**config.mk**
```make
export PLATFORM = sky130hd
export DESIGN_NAME = edge_pair_post_matcher
export DESIGN_NICKNAME = d
export VERILOG_FILES = /design/src/hdl/epm_pkg.sv /design/src/hdl/epm_ram.sv /design/src/hdl/epm_track.sv /design/src/hdl/epm_scan.sv /design/src/hdl/edge_pair_post_matcher.sv
export SDC_FILE = /design/constraint.sdc
export NUM_CORES = 1
export LEC_CHECK = 0
export ABC_CLOCK_PERIOD_IN_PS = 9100
export BUFFER_PORTS_ARGS = -buffer_cell sky130_fd_sc_hd__buf_2
export CORE_ASPECT_RATIO = 1.75
export CORE_UTILIZATION = 45
export DETAILED_ROUTE_END_ITERATION = 8
export GPL_ROUTABILITY_DRIVEN = 0
export HOLD_SLACK_MARGIN = 0.06
export PLACE_DENSITY = 0.67
export SYNTH_ARGS = -nofsm -noshare
export SYNTH_HDL_FRONTEND = slang
export SYNTH_SLANG_ARGS = --single-unit
export TNS_END_PERCENT = 1
```
**constraint.sdc**
```tcl
create_clock -name clk -period 9.1 [get_ports clk]
set_input_delay 0 -clock clk [delete_from_list [all_inputs] [get_ports clk]]
set_output_delay 0 -clock clk [all_outputs]
set_load 0.03 [all_outputs]
```
**src/hdl/epm_pkg.sv**
```systemverilog
`timescale 1ns / 1ps
`default_nettype none

package epm_pkg;

  localparam int CFG_IDX_W  = 3;
  localparam int CFG_DATA_W = 11;

  localparam logic [CFG_IDX_W-1:0] REG_IMAGE_HEIGHT   = 3'd0;
  localparam logic [CFG_IDX_W-1:0] REG_SAMPLE_OFFSET  = 3'd1;
  localparam logic [CFG_IDX_W-1:0] REG_EDGE_THRESHOLD = 3'd2;
  localparam logic [CFG_IDX_W-1:0] REG_MAX_GAP        = 3'd3;
  localparam logic [CFG_IDX_W-1:0] REG_MIN_GAP        = 3'd4;

  localparam logic [10:0] IMAGE_HEIGHT_RST   = 11'd480;
  localparam logic [5:0]  SAMPLE_OFFSET_RST  = 6'd10;
  localparam logic [7:0]  EDGE_THRESHOLD_RST = 8'd8;
  localparam logic [9:0]  MAX_GAP_RST        = 10'd45;
  localparam logic [9:0]  MIN_GAP_RST        = 10'd15;

  // Candidates emitted per input item at most
  localparam int MAX_RESULTS = 16;

  typedef struct packed {
    logic [10:0] image_height;
    logic [5:0]  sample_offset;
    logic [7:0]  edge_threshold;
    logic [9:0]  max_gap;
    logic [9:0]  min_gap;
  } cfg_t;

  typedef struct packed {
    logic [9:0] x;
    logic [9:0] y;
  } point_t;

  typedef struct packed {
    logic   start;
    logic   clear;
    point_t peak;
  } scan_req_t;

  typedef struct packed {
    point_t rising;
    point_t falling;
    point_t center;
    logic   last;
  } cand_t;

endpackage

`default_nettype wire

```
**src/hdl/epm_ram.sv**
```systemverilog
`timescale 1ns / 1ps
`default_nettype none

module epm_ram #(
  parameter int WIDTH = 20,
  parameter int DEPTH = 16,
  localparam int AW = (DEPTH > 1) ? $clog2(DEPTH) : 1
) (
  input  wire logic             clk,
  input  wire logic             wr_en,
  input  wire logic [AW-1:0]    wr_addr,
  input  wire logic [WIDTH-1:0] wr_data,
  input  wire logic             rd_en,
  input  wire logic [AW-1:0]    rd_addr,
  output logic      [WIDTH-1:0] rd_data
);

  logic [WIDTH-1:0] mem [DEPTH];

  always_ff @(posedge clk) begin
    if (wr_en) begin
      mem[wr_addr] <= wr_data;
    end
    if (rd_en) begin
      rd_data <= mem[rd_addr];
    end
  end

endmodule

`default_nettype wire

```
**src/hdl/epm_track.sv**
```systemverilog
`timescale 1ns / 1ps
`default_nettype none

module epm_track import epm_pkg::*; #(
  parameter int RISING_DEPTH = 16,
  localparam int AW = (RISING_DEPTH > 1) ? $clog2(RISING_DEPTH) : 1,
  localparam int CW = $clog2(RISING_DEPTH + 1)
) (
  input  wire logic          clk,
  input  wire logic          rst,
  input  wire cfg_t          cfg,
  input  wire logic          accept,
  input  wire logic          frame_start,
  input  wire logic [9:0]    point_x,
  input  wire logic [9:0]    point_y,
  input  wire logic [7:0]    luma,
  output logic               wr_en,
  output logic [AW-1:0]      wr_addr,
  output point_t             wr_data,
  output logic [CW-1:0]      rising_count,
  output scan_req_t          req
);

  logic [7:0]         previous_luma;
  logic signed [9:0]  gradient_low;
  logic signed [9:0]  gradient_high;
  point_t             peak_point;

  logic signed [9:0]  thr;
  logic signed [9:0]  neg_thr;
  logic signed [9:0]  g;
  logic [10:0]        row_sum;
  logic [10:0]        row_clamp;
  point_t             pt;
  logic               lt;
  logic               gt;
  logic signed [9:0]  low1;
  logic signed [9:0]  high1;
  point_t             peak1;
  logic               rising_full;
  logic               push;

  always_comb begin
    thr     = signed'({2'b00, cfg.edge_threshold});
    neg_thr = -thr;
    g       = signed'({2'b00, luma}) - signed'({2'b00, previous_luma});

    // Sample row, clamped to the image and to the coordinate range
    row_sum = {1'b0, point_y} + {5'b0, cfg.sample_offset};
    if (row_sum >= cfg.image_height) begin
      row_clamp = (cfg.image_height == 11'd0) ? 11'd0 : cfg.image_height - 11'd1;
    end else begin
      row_clamp = row_sum;
    end
    pt.x = point_x;
    pt.y = (row_clamp > 11'd1023) ? 10'd1023 : row_clamp[9:0];

    rising_full = (rising_count == CW'(RISING_DEPTH));
    lt    = (g < gradient_low);
    push  = lt && (gradient_high > thr) && !rising_full;
    low1  = lt ? g : gradient_low;
    high1 = lt ? neg_thr : gradient_high;
    peak1 = lt ? pt : peak_point;
    gt    = (g > high1);
  end

  assign wr_en   = accept && !frame_start && push;
  assign wr_addr = rising_count[AW-1:0];
  assign wr_data = peak_point;

  assign req.start = accept && !frame_start && gt && (low1 < neg_thr);
  assign req.clear = accept && frame_start;
  assign req.peak  = peak1;

  always_ff @(posedge clk) begin
    if (rst) begin
      previous_luma <= '0;
      gradient_low  <= signed'({2'b00, EDGE_THRESHOLD_RST});
      gradient_high <= -signed'({2'b00, EDGE_THRESHOLD_RST});
      peak_point    <= '0;
      rising_count  <= '0;
    end else if (accept) begin
      previous_luma <= luma;
      if (frame_start) begin
        gradient_low  <= thr;
        gradient_high <= neg_thr;
        peak_point    <= '0;
        rising_count  <= '0;
      end else begin
        if (gt) begin
          gradient_high <= g;
          gradient_low  <= thr;
          peak_point    <= pt;
        end else if (lt) begin
          gradient_low  <= g;
          gradient_high <= neg_thr;
          peak_point    <= pt;
        end
        if (push) begin
          rising_count <= rising_count + CW'(1);
        end
      end
    end
  end

  a_count_bound: assert property (@(posedge clk) disable iff (rst)
    rising_count <= CW'(RISING_DEPTH))
    else $error("rising edge count beyond list depth");

  a_push_not_full: assert property (@(posedge clk) disable iff (rst)
    wr_en |=> rising_count == $past(rising_count) + CW'(1))
    else $error("rising edge written without count advance");

  a_no_push_and_scan: assert property (@(posedge clk) disable iff (rst)
    !(wr_en && req.start))
    else $error("rising edge stored on an item that starts a scan");

endmodule

`default_nettype wire

```
**src/hdl/epm_scan.sv**
```systemverilog
`timescale 1ns / 1ps
`default_nettype none

module epm_scan import epm_pkg::*; #(
  parameter int RISING_DEPTH = 16,
  parameter int POST_DEPTH = 16,
  localparam int AW  = (RISING_DEPTH > 1) ? $clog2(RISING_DEPTH) : 1,
  localparam int CW  = $clog2(RISING_DEPTH + 1),
  localparam int PCW = $clog2(POST_DEPTH + 1),
  localparam int NW  = $clog2(MAX_RESULTS + 1)
) (
  input  wire logic          clk,
  input  wire logic          rst,
  input  wire cfg_t          cfg,
  input  wire scan_req_t     req,
  input  wire logic [CW-1:0] rising_count,
  output logic               rd_en,
  output logic [AW-1:0]      rd_addr,
  input  wire point_t        rd_data,
  output logic               busy,
  output logic               out_valid,
  input  wire logic          out_ready,
  output cand_t              out_cand
);

  point_t          peak;
  logic [CW-1:0]   idx;
  logic            ev_valid;
  logic [PCW-1:0]  post_count;
  logic [9:0]      post_max;
  logic [NW-1:0]   n;
  logic            pend_valid;
  cand_t           pend;

  logic signed [10:0] d;
  logic [10:0]     sum_x;
  logic [10:0]     sum_y;
  cand_t           new_cand;
  cand_t           flush_cand;
  logic            too_far;
  logic            too_near;
  logic            has_post;
  logic            post_full;
  logic            n_full;
  logic            emit;
  logic            stop;
  logic            more;
  logic            out_free;
  logic            finishing;
  logic            need_push;
  logic            advance;
  logic            push_out;

  always_comb begin
    d         = signed'({1'b0, peak.x}) - signed'({1'b0, rd_data.x});
    too_far   = d > signed'({1'b0, cfg.max_gap});
    too_near  = d < signed'({1'b0, cfg.min_gap});
    // Any stored post at or right of this edge is covered by the running max
    has_post  = (post_count != '0) && (post_max >= rd_data.x);
    post_full = (post_count == PCW'(POST_DEPTH));
    n_full    = (n == NW'(MAX_RESULTS));

    emit = 1'b0;
    stop = 1'b0;
    if (too_far || (!too_near && (has_post || post_full))) begin
      emit = 1'b0;
    end else if (too_near || n_full) begin
      stop = 1'b1;
    end else begin
      emit = 1'b1;
    end

    sum_x = {1'b0, rd_data.x} + {1'b0, peak.x};
    sum_y = {1'b0, rd_data.y} + {1'b0, peak.y};
    new_cand.rising   = rd_data;
    new_cand.falling  = peak;
    new_cand.center.x = sum_x[10:1];
    new_cand.center.y = sum_y[10:1];
    new_cand.last     = 1'b0;

    more      = (idx < rising_count);
    out_free  = !out_valid || out_ready;
    finishing = busy && ((ev_valid && stop) || (!ev_valid && !more));
    need_push = pend_valid && (finishing || (ev_valid && emit));
    advance   = busy && !(need_push && !out_free);
    push_out  = advance && need_push;

    // The held candidate is last of the run when the scan ends
    flush_cand      = pend;
    flush_cand.last = finishing;
  end

  assign rd_en   = advance && !finishing && more;
  assign rd_addr = idx[AW-1:0];

  always_ff @(posedge clk) begin
    if (rst) begin
      busy       <= 1'b0;
      idx        <= '0;
      ev_valid   <= 1'b0;
      post_count <= '0;
      n          <= '0;
      pend_valid <= 1'b0;
      out_valid  <= 1'b0;
    end else begin
      if (push_out) begin
        out_valid <= 1'b1;
        out_cand  <= flush_cand;
      end else if (out_valid && out_ready) begin
        out_valid <= 1'b0;
      end
      if (req.clear) begin
        post_count <= '0;
      end
      if (req.start) begin
        busy     <= 1'b1;
        idx      <= '0;
        ev_valid <= 1'b0;
        n        <= '0;
        peak     <= req.peak;
      end else if (advance) begin
        if (finishing) begin
          busy       <= 1'b0;
          ev_valid   <= 1'b0;
          pend_valid <= 1'b0;
        end else begin
          if (ev_valid && emit) begin
            pend       <= new_cand;
            pend_valid <= 1'b1;
            post_count <= post_count + PCW'(1);
            if (post_count == '0 || new_cand.center.x > post_max) begin
              post_max <= new_cand.center.x;
            end
            n <= n + NW'(1);
          end
          ev_valid <= more;
          if (more) begin
            idx <= idx + CW'(1);
          end
        end
      end
    end
  end

  a_post_bound: assert property (@(posedge clk) disable iff (rst)
    post_count <= PCW'(POST_DEPTH))
    else $error("post count beyond list depth");

  a_idle_flushed: assert property (@(posedge clk) disable iff (rst)
    !busy |-> !pend_valid && !ev_valid)
    else $error("held candidate or read left over after scan end");

  a_read_in_range: assert property (@(posedge clk) disable iff (rst)
    rd_en |-> busy && (idx < rising_count))
    else $error("rising edge read outside the stored list");

  a_result_limit: assert property (@(posedge clk) disable iff (rst)
    n <= NW'(MAX_RESULTS))
    else $error("too many candidates for one item");

endmodule

`default_nettype wire

```
**src/hdl/edge_pair_post_matcher.sv**
```systemverilog
// Edge pair post matcher.
// Input channel (in_valid/in_ready): one border point per transfer with its
// luma sample. A frame_start transfer clears the rising edge and post lists.
// Output channel (out_valid/out_ready): one post candidate per transfer;
// last_of_run marks the final candidate caused by one input item.
// Configuration channel (cfg_valid/cfg_ready, cfg_index, cfg_data): always
// ready; write only while the block is idle.
// Timing: an item that ends a falling edge scans the rising edge memory
// through its single read port, one entry per cycle unless the output
// stalls, and in_ready stays low until the scan ends (at the list end, or
// early when a gap is too short or the result limit is reached). Each
// candidate waits in a hold register until the next match or the scan end;
// the last one appears at the edge where in_ready returns high.
// Reset: configuration returns to its defaults, both lists are empty and
// the gradient extremes take the default threshold. No clearing pass.
// Stall: a held output register and one pending candidate; when both are
// full the scan holds until out_ready drains the output.
`timescale 1ns / 1ps
`default_nettype none

module edge_pair_post_matcher import epm_pkg::*; #(
  parameter int RISING_DEPTH = 16,
  parameter int POST_DEPTH = 16
) (
  input  wire logic                  clk,
  input  wire logic                  rst,
  input  wire logic                  cfg_valid,
  output logic                       cfg_ready,
  input  wire logic [CFG_IDX_W-1:0]  cfg_index,
  input  wire logic [CFG_DATA_W-1:0] cfg_data,
  input  wire logic                  in_valid,
  output logic                       in_ready,
  input  wire logic                  frame_start,
  input  wire logic [9:0]            point_x,
  input  wire logic [9:0]            point_y,
  input  wire logic [7:0]            luma,
  output logic                       out_valid,
  input  wire logic                  out_ready,
  output logic [9:0]                 rising_x,
  output logic [9:0]                 rising_y,
  output logic [9:0]                 falling_x,
  output logic [9:0]                 falling_y,
  output logic [9:0]                 center_x,
  output logic [9:0]                 center_y,
  output logic                       last_of_run
);

  localparam int AW = (RISING_DEPTH > 1) ? $clog2(RISING_DEPTH) : 1;
  localparam int CW = $clog2(RISING_DEPTH + 1);

  cfg_t            cfg;
  logic            busy;
  logic            accept;
  logic            wr_en;
  logic [AW-1:0]   wr_addr;
  point_t          wr_data;
  logic            rd_en;
  logic [AW-1:0]   rd_addr;
  point_t          rd_data;
  logic [CW-1:0]   rising_count;
  scan_req_t       req;
  cand_t           out_cand;

  assign cfg_ready = 1'b1;
  assign in_ready  = !busy;
  assign accept    = in_valid && in_ready;

  always_ff @(posedge clk) begin
    if (rst) begin
      cfg.image_height   <= IMAGE_HEIGHT_RST;
      cfg.sample_offset  <= SAMPLE_OFFSET_RST;
      cfg.edge_threshold <= EDGE_THRESHOLD_RST;
      cfg.max_gap        <= MAX_GAP_RST;
      cfg.min_gap        <= MIN_GAP_RST;
    end else if (cfg_valid && cfg_ready) begin
      case (cfg_index)
        REG_IMAGE_HEIGHT:   cfg.image_height   <= cfg_data;
        REG_SAMPLE_OFFSET:  cfg.sample_offset  <= cfg_data[5:0];
        REG_EDGE_THRESHOLD: cfg.edge_threshold <= cfg_data[7:0];
        REG_MAX_GAP:        cfg.max_gap        <= cfg_data[9:0];
        REG_MIN_GAP:        cfg.min_gap        <= cfg_data[9:0];
        default: ;
      endcase
    end
  end

  epm_track #(
    .RISING_DEPTH(RISING_DEPTH)
  ) u_track (
    .clk          (clk),
    .rst          (rst),
    .cfg          (cfg),
    .accept       (accept),
    .frame_start  (frame_start),
    .point_x      (point_x),
    .point_y      (point_y),
    .luma         (luma),
    .wr_en        (wr_en),
    .wr_addr      (wr_addr),
    .wr_data      (wr_data),
    .rising_count (rising_count),
    .req          (req)
  );

  // Writes happen only on accepted items and reads only during a scan,
  // so the two never touch the same entry in one cycle.
  epm_ram #(
    .WIDTH($bits(point_t)),
    .DEPTH(RISING_DEPTH)
  ) u_rising_ram (
    .clk     (clk),
    .wr_en   (wr_en),
    .wr_addr (wr_addr),
    .wr_data (wr_data),
    .rd_en   (rd_en),
    .rd_addr (rd_addr),
    .rd_data (rd_data)
  );

  epm_scan #(
    .RISING_DEPTH(RISING_DEPTH),
    .POST_DEPTH(POST_DEPTH)
  ) u_scan (
    .clk          (clk),
    .rst          (rst),
    .cfg          (cfg),
    .req          (req),
    .rising_count (rising_count),
    .rd_en        (rd_en),
    .rd_addr      (rd_addr),
    .rd_data      (rd_data),
    .busy         (busy),
    .out_valid    (out_valid),
    .out_ready    (out_ready),
    .out_cand     (out_cand)
  );

  assign rising_x    = out_cand.rising.x;
  assign rising_y    = out_cand.rising.y;
  assign falling_x   = out_cand.falling.x;
  assign falling_y   = out_cand.falling.y;
  assign center_x    = out_cand.center.x;
  assign center_y    = out_cand.center.y;
  assign last_of_run = out_cand.last;

endmodule

`default_nettype wire

```
==> flow_metrics.py <==
metrics = {
    "worst_setup_path": {
        "worst_setup_path_end_kind": "flip-flop",
        "crit_type": "flip-flop to flip-flop",
        "worst-endpoint-required_ns": 9.61,
        "crit_arrival_ns": 7.86,
        "crit_fanout": 34,
        "crit_path_start_kind": "flip-flop",
    },
    "floorplanning": {
        "start_util_pct": 45.4,
        "die_area_sq_mm": 0.0616,
        "fp.dieW_microns": 188,
        "core_sq_mm": 0.0600,
        "fp-row-count": 119,
        "io_pins": 112,
        "die_h_microns": 328,
    },
    "clock_tree": {
        "clock_latency_ns": 0.62,
        "cts_sinks": 608,
        "path_clk_slew_ns": 0.07,
        "cts_root_buf": "clkbuf_16",
        "cts_inserted_buffers": 51,
        "clockBufferDepth": 3,
        "cts_hold_buf": 44,
        "post_cts_resized": 0,
        "cts.htree.levels": 2,
        "cts_tree": "built",
        "post-cts-setup-buffers": 0,
    },
    "detailed_routing": {
        "vias": 17100,
        "first_pass_iters": 6,
        "drtIter0Drc": 1455,
        "drc_errors": 0,
        "wl_per_cell_microns": 23.6,
        "detail-route-antenna-nets": 0,
        "routed_wirelength_microns": 69000,
        "viasPerCell": 5.85,
    },
    "flow_run": {
        "drv_cap": 0,
    },
    "logic_synthesis": {
        "ys_async_sr_fraction_pct": 0,
        "ys_ff_latch": 608,
        "synth_top_family_by_area": "multiplexers",
        "syn_inst": 1944,
        "synth.most_common_cell": "edfxtp_1",
        "synth_cell_types": 84,
        "synthSimpleGateAreaFrac_pct": 7.43,
        "synth_xor_area_share_pct": 1.54,
        "synth_fa_ha_area_share_pct": 6.96,
        "synth_compound_area_share_pct": 8.60,
        "syn_nets": 2139,
        "netlist_area_sq_mm": 0.0273,
        "synth_common_cells": "491 x edfxtp_1, 193 x nand2_1, 147 x inv_1, 142 x ha_1, 117 x dfxtp_1",
        "synthTopCellsByArea": "edfxtp_1 54%, dfxtp_1 8.6%, mux4_2 8.3%, ha_1 6.5%, nand2_1 2.7%",
        "seq_area_frac_synth_pct": 62.7,
        "ys_warn_count": 0,
        "synth_area_per_cell_sq_um": 14.0,
        "yosys.area.top_type": "edfxtp_1",
        "synth_top_area_share_pct": 54.1,
        "synthFlopType": "edfxtp_1",
        "synth_mux_area_share_pct": 9.60,
        "synth-edff-count": 491,
    },
    "global_route": {
        "antenna_found_initial": 0,
        "grt_max_degree": 67,
        "grt_overflow": 0,
        "grt_pass1_wl_microns": 103000,
        "grt_pass1_vias": 17300,
        "grt_usage_pct": 22.3,
    },
    "placed_design": {
        "place_inst": 2792,
        "hpwlAfterDp_microns": 46600,
        "port_buffers": 110,
    },
    "status": {
        "outcome": "completed",
    },
    "layout": {
        "area_growth_pct": 13.8,
        "regArea_sq_mm": 0.0171,
        "antenna_cells": 0,
        "final.fill_count": 4921,
        "instances_no_fill": 2929,
        "drive_gt1_share_pct": 17.5,
        "multi_input_area_sq_mm": 0.00943,
        "nets": 2298,
    },
    "timing": {
        "max_slew_margin_pct": 18.4,
        "tightestPinTransition_ns": 1.22,
        "setup_viol": 0,
        "period_share_pct": 80.7,
        "fin_crit_ns": 7.35,
        "maxClockFrequency_ghz": 0.136,
        "slew_violations": 0,
        "hold_viol_final": 0,
        "rsz0062_at_grt": "no",
        "setup_tns_ns": 0,
        "fin_skew_ns": 0.0257,
    },
    "hold_path": {
        "hold_path.class": "input port to flip-flop",
    },
    "pwr": {
        "p_leak_nw": 10.8,
        "vdd_ir_drop_max_mv": 0.132,
        "power_density_mw_per_mm2": 206,
    },
}
metrics by stage:
stage	utilization (%)	hold slack [ns]	setup WS [ns]	cell area, sq um	power (mW)
floorplan	-	0.124	1.67	27300	3.83
global placement	48.0	0.254	2.13	28800	4.07
detailed placement	48.0	0.265	1.90	28800	4.10
CTS	51.7	0.0856	1.88	31000	6.42
global route	51.7	0.146	1.35	31000	6.60
finish	51.7	0.110	1.75	31000	6.39
kinds of logic (layout without fill, tap and decap cells):
logic type,Yosys count,count (layout)
XOR/XNOR,47,47
flip-flops,608,608
adder cells (fa/ha/maj),149,149
other,1,1
AND/OR/NAND/NOR,437,437
AO/OA/AOI/OAI,348,348
multiplexers,134,134
buffers and inverters,220,419
final timing paths:
kind	startpoint	to	slack [ns]	cells after the start
max	u_track.previous_luma[0]	u_track.gradient_low[0]	1.75	26
min	point_y[6]	u_track.wr_data[6]	0.11	5
max reg2reg	u_track.previous_luma[0]	u_track.gradient_low[0]	1.75	26
min reg2reg	u_scan.flush_cand[55]	u_scan.out_cand[55]	0.42	0
power breakdown:
| group | total, mW | internal, mW | switching, mW | leakage [nW] |
|---|---|---|---|---|
| clock | 2.32 | 1.30 | 1.02 | 0.850 |
| sequential | 3.19 | 3.09 | 0.0973 | 5.42 |
| combinational | 0.884 | 0.328 | 0.556 | 4.51 |
sequential cells by signal, summed over array words and instances, names as in the netlist, 5 cells and up:
signal	flops
cfg	45
u_rising_ram.mem	320
u_rising_ram.rd_data	20
u_scan.flush_cand	60
u_scan.idx	5
u_scan.n	5
u_scan.new_cand	20
u_scan.out_cand	61
u_scan.post_count	5
u_scan.post_max	10
u_track.gradient_high	10
u_track.gradient_low	10
u_track.previous_luma	8
u_track.rising_count	5
u_track.wr_data	20
cells in the final DEF (no fill, tap or decap), types with 8 or more instances in the layout:
| cell type | synthesis | routed |
|---|---|---|
| edfxtp_1 | 491 | 491 |
| nand2_1 | 193 | 193 |
| inv_1 | 147 | 147 |
| ha_1 | 142 | 142 |
| dfxtp_1 | 117 | 113 |
| buf_2 | 3 | 110 |
| mux4_2 | 100 | 100 |
| a21oi_1 | 95 | 95 |
| nor2_1 | 77 | 72 |
| o21ai_0 | 67 | 66 |
| clkbuf_16 | 0 | 51 |
| dlygate4sd3_1 | 0 | 44 |
| nand3_1 | 39 | 39 |
| xnor2_1 | 32 | 32 |
| buf_4 | 3 | 24 |
| mux2i_1 | 23 | 23 |
| o211ai_1 | 21 | 21 |
| a21o_1 | 19 | 19 |
| nor3_1 | 27 | 19 |
| o21a_1 | 19 | 19 |
| nand4_1 | 17 | 17 |
| nor2b_1 | 17 | 16 |
| xor2_1 | 14 | 14 |
| o21ai_1 | 13 | 13 |
| o31ai_1 | 13 | 13 |
| a21boi_0 | 10 | 10 |
| nand3b_1 | 10 | 10 |
| mux2_2 | 10 | 10 |
| or4_1 | 9 | 9 |
| a31oi_1 | 9 | 9 |
| nor4_1 | 12 | 8 |
| nor3_2 | 0 | 8 |
| bufinv_16 | 0 | 8 |
final cells by class:
class / count / share of cell area [%]
multi-input cells: 1116 / 30.4
clock buffers: 60 / 4.32
repair buffers: 178 / 3.77
flip-flops and latches: 608 / 55.1
well taps: 786 / 3.17
clock inverters: 33 / 1.46
inverters: 148 / 1.79
worst max-delay path, cell delays in order, from the launching register on:
cell and delay (ns):
dfxtp_1 0.35, ha_1 0.16, inv_1 0.05, fa_1 0.40, a211oi_2 0.30, nor2_1 0.12, xnor2_1 0.29, inv_1 0.18
ha_1 0.31, nand4_1 0.16, o31ai_2 0.57, a21o_1 0.26, a21boi_4 0.35, buf_4 0.43, nand2_1 0.09, o21ai_0 0.11
inv_1 0.08, ha_1 0.18, a21oi_1 0.25, or4_1 0.15, o311ai_0 0.13, a21o_1 0.20, a41o_1 0.19, a31o_1 0.23
o221ai_4 0.95, nand2_1 0.40, a311oi_1 0.36
routing by layer:
metal / up-vias / GRT usage (%) / share of wire, %
met4: 0 / 15.6 / 7.4
li1: 7651 / - / -
met3: 241 / 3.19 / 6.4
met5: - / 0 / 0
met1: 8472 / 24.4 / 35
met2: 767 / 39.8 / 52
No activity file was read; power rests on OpenSTA's default activity.
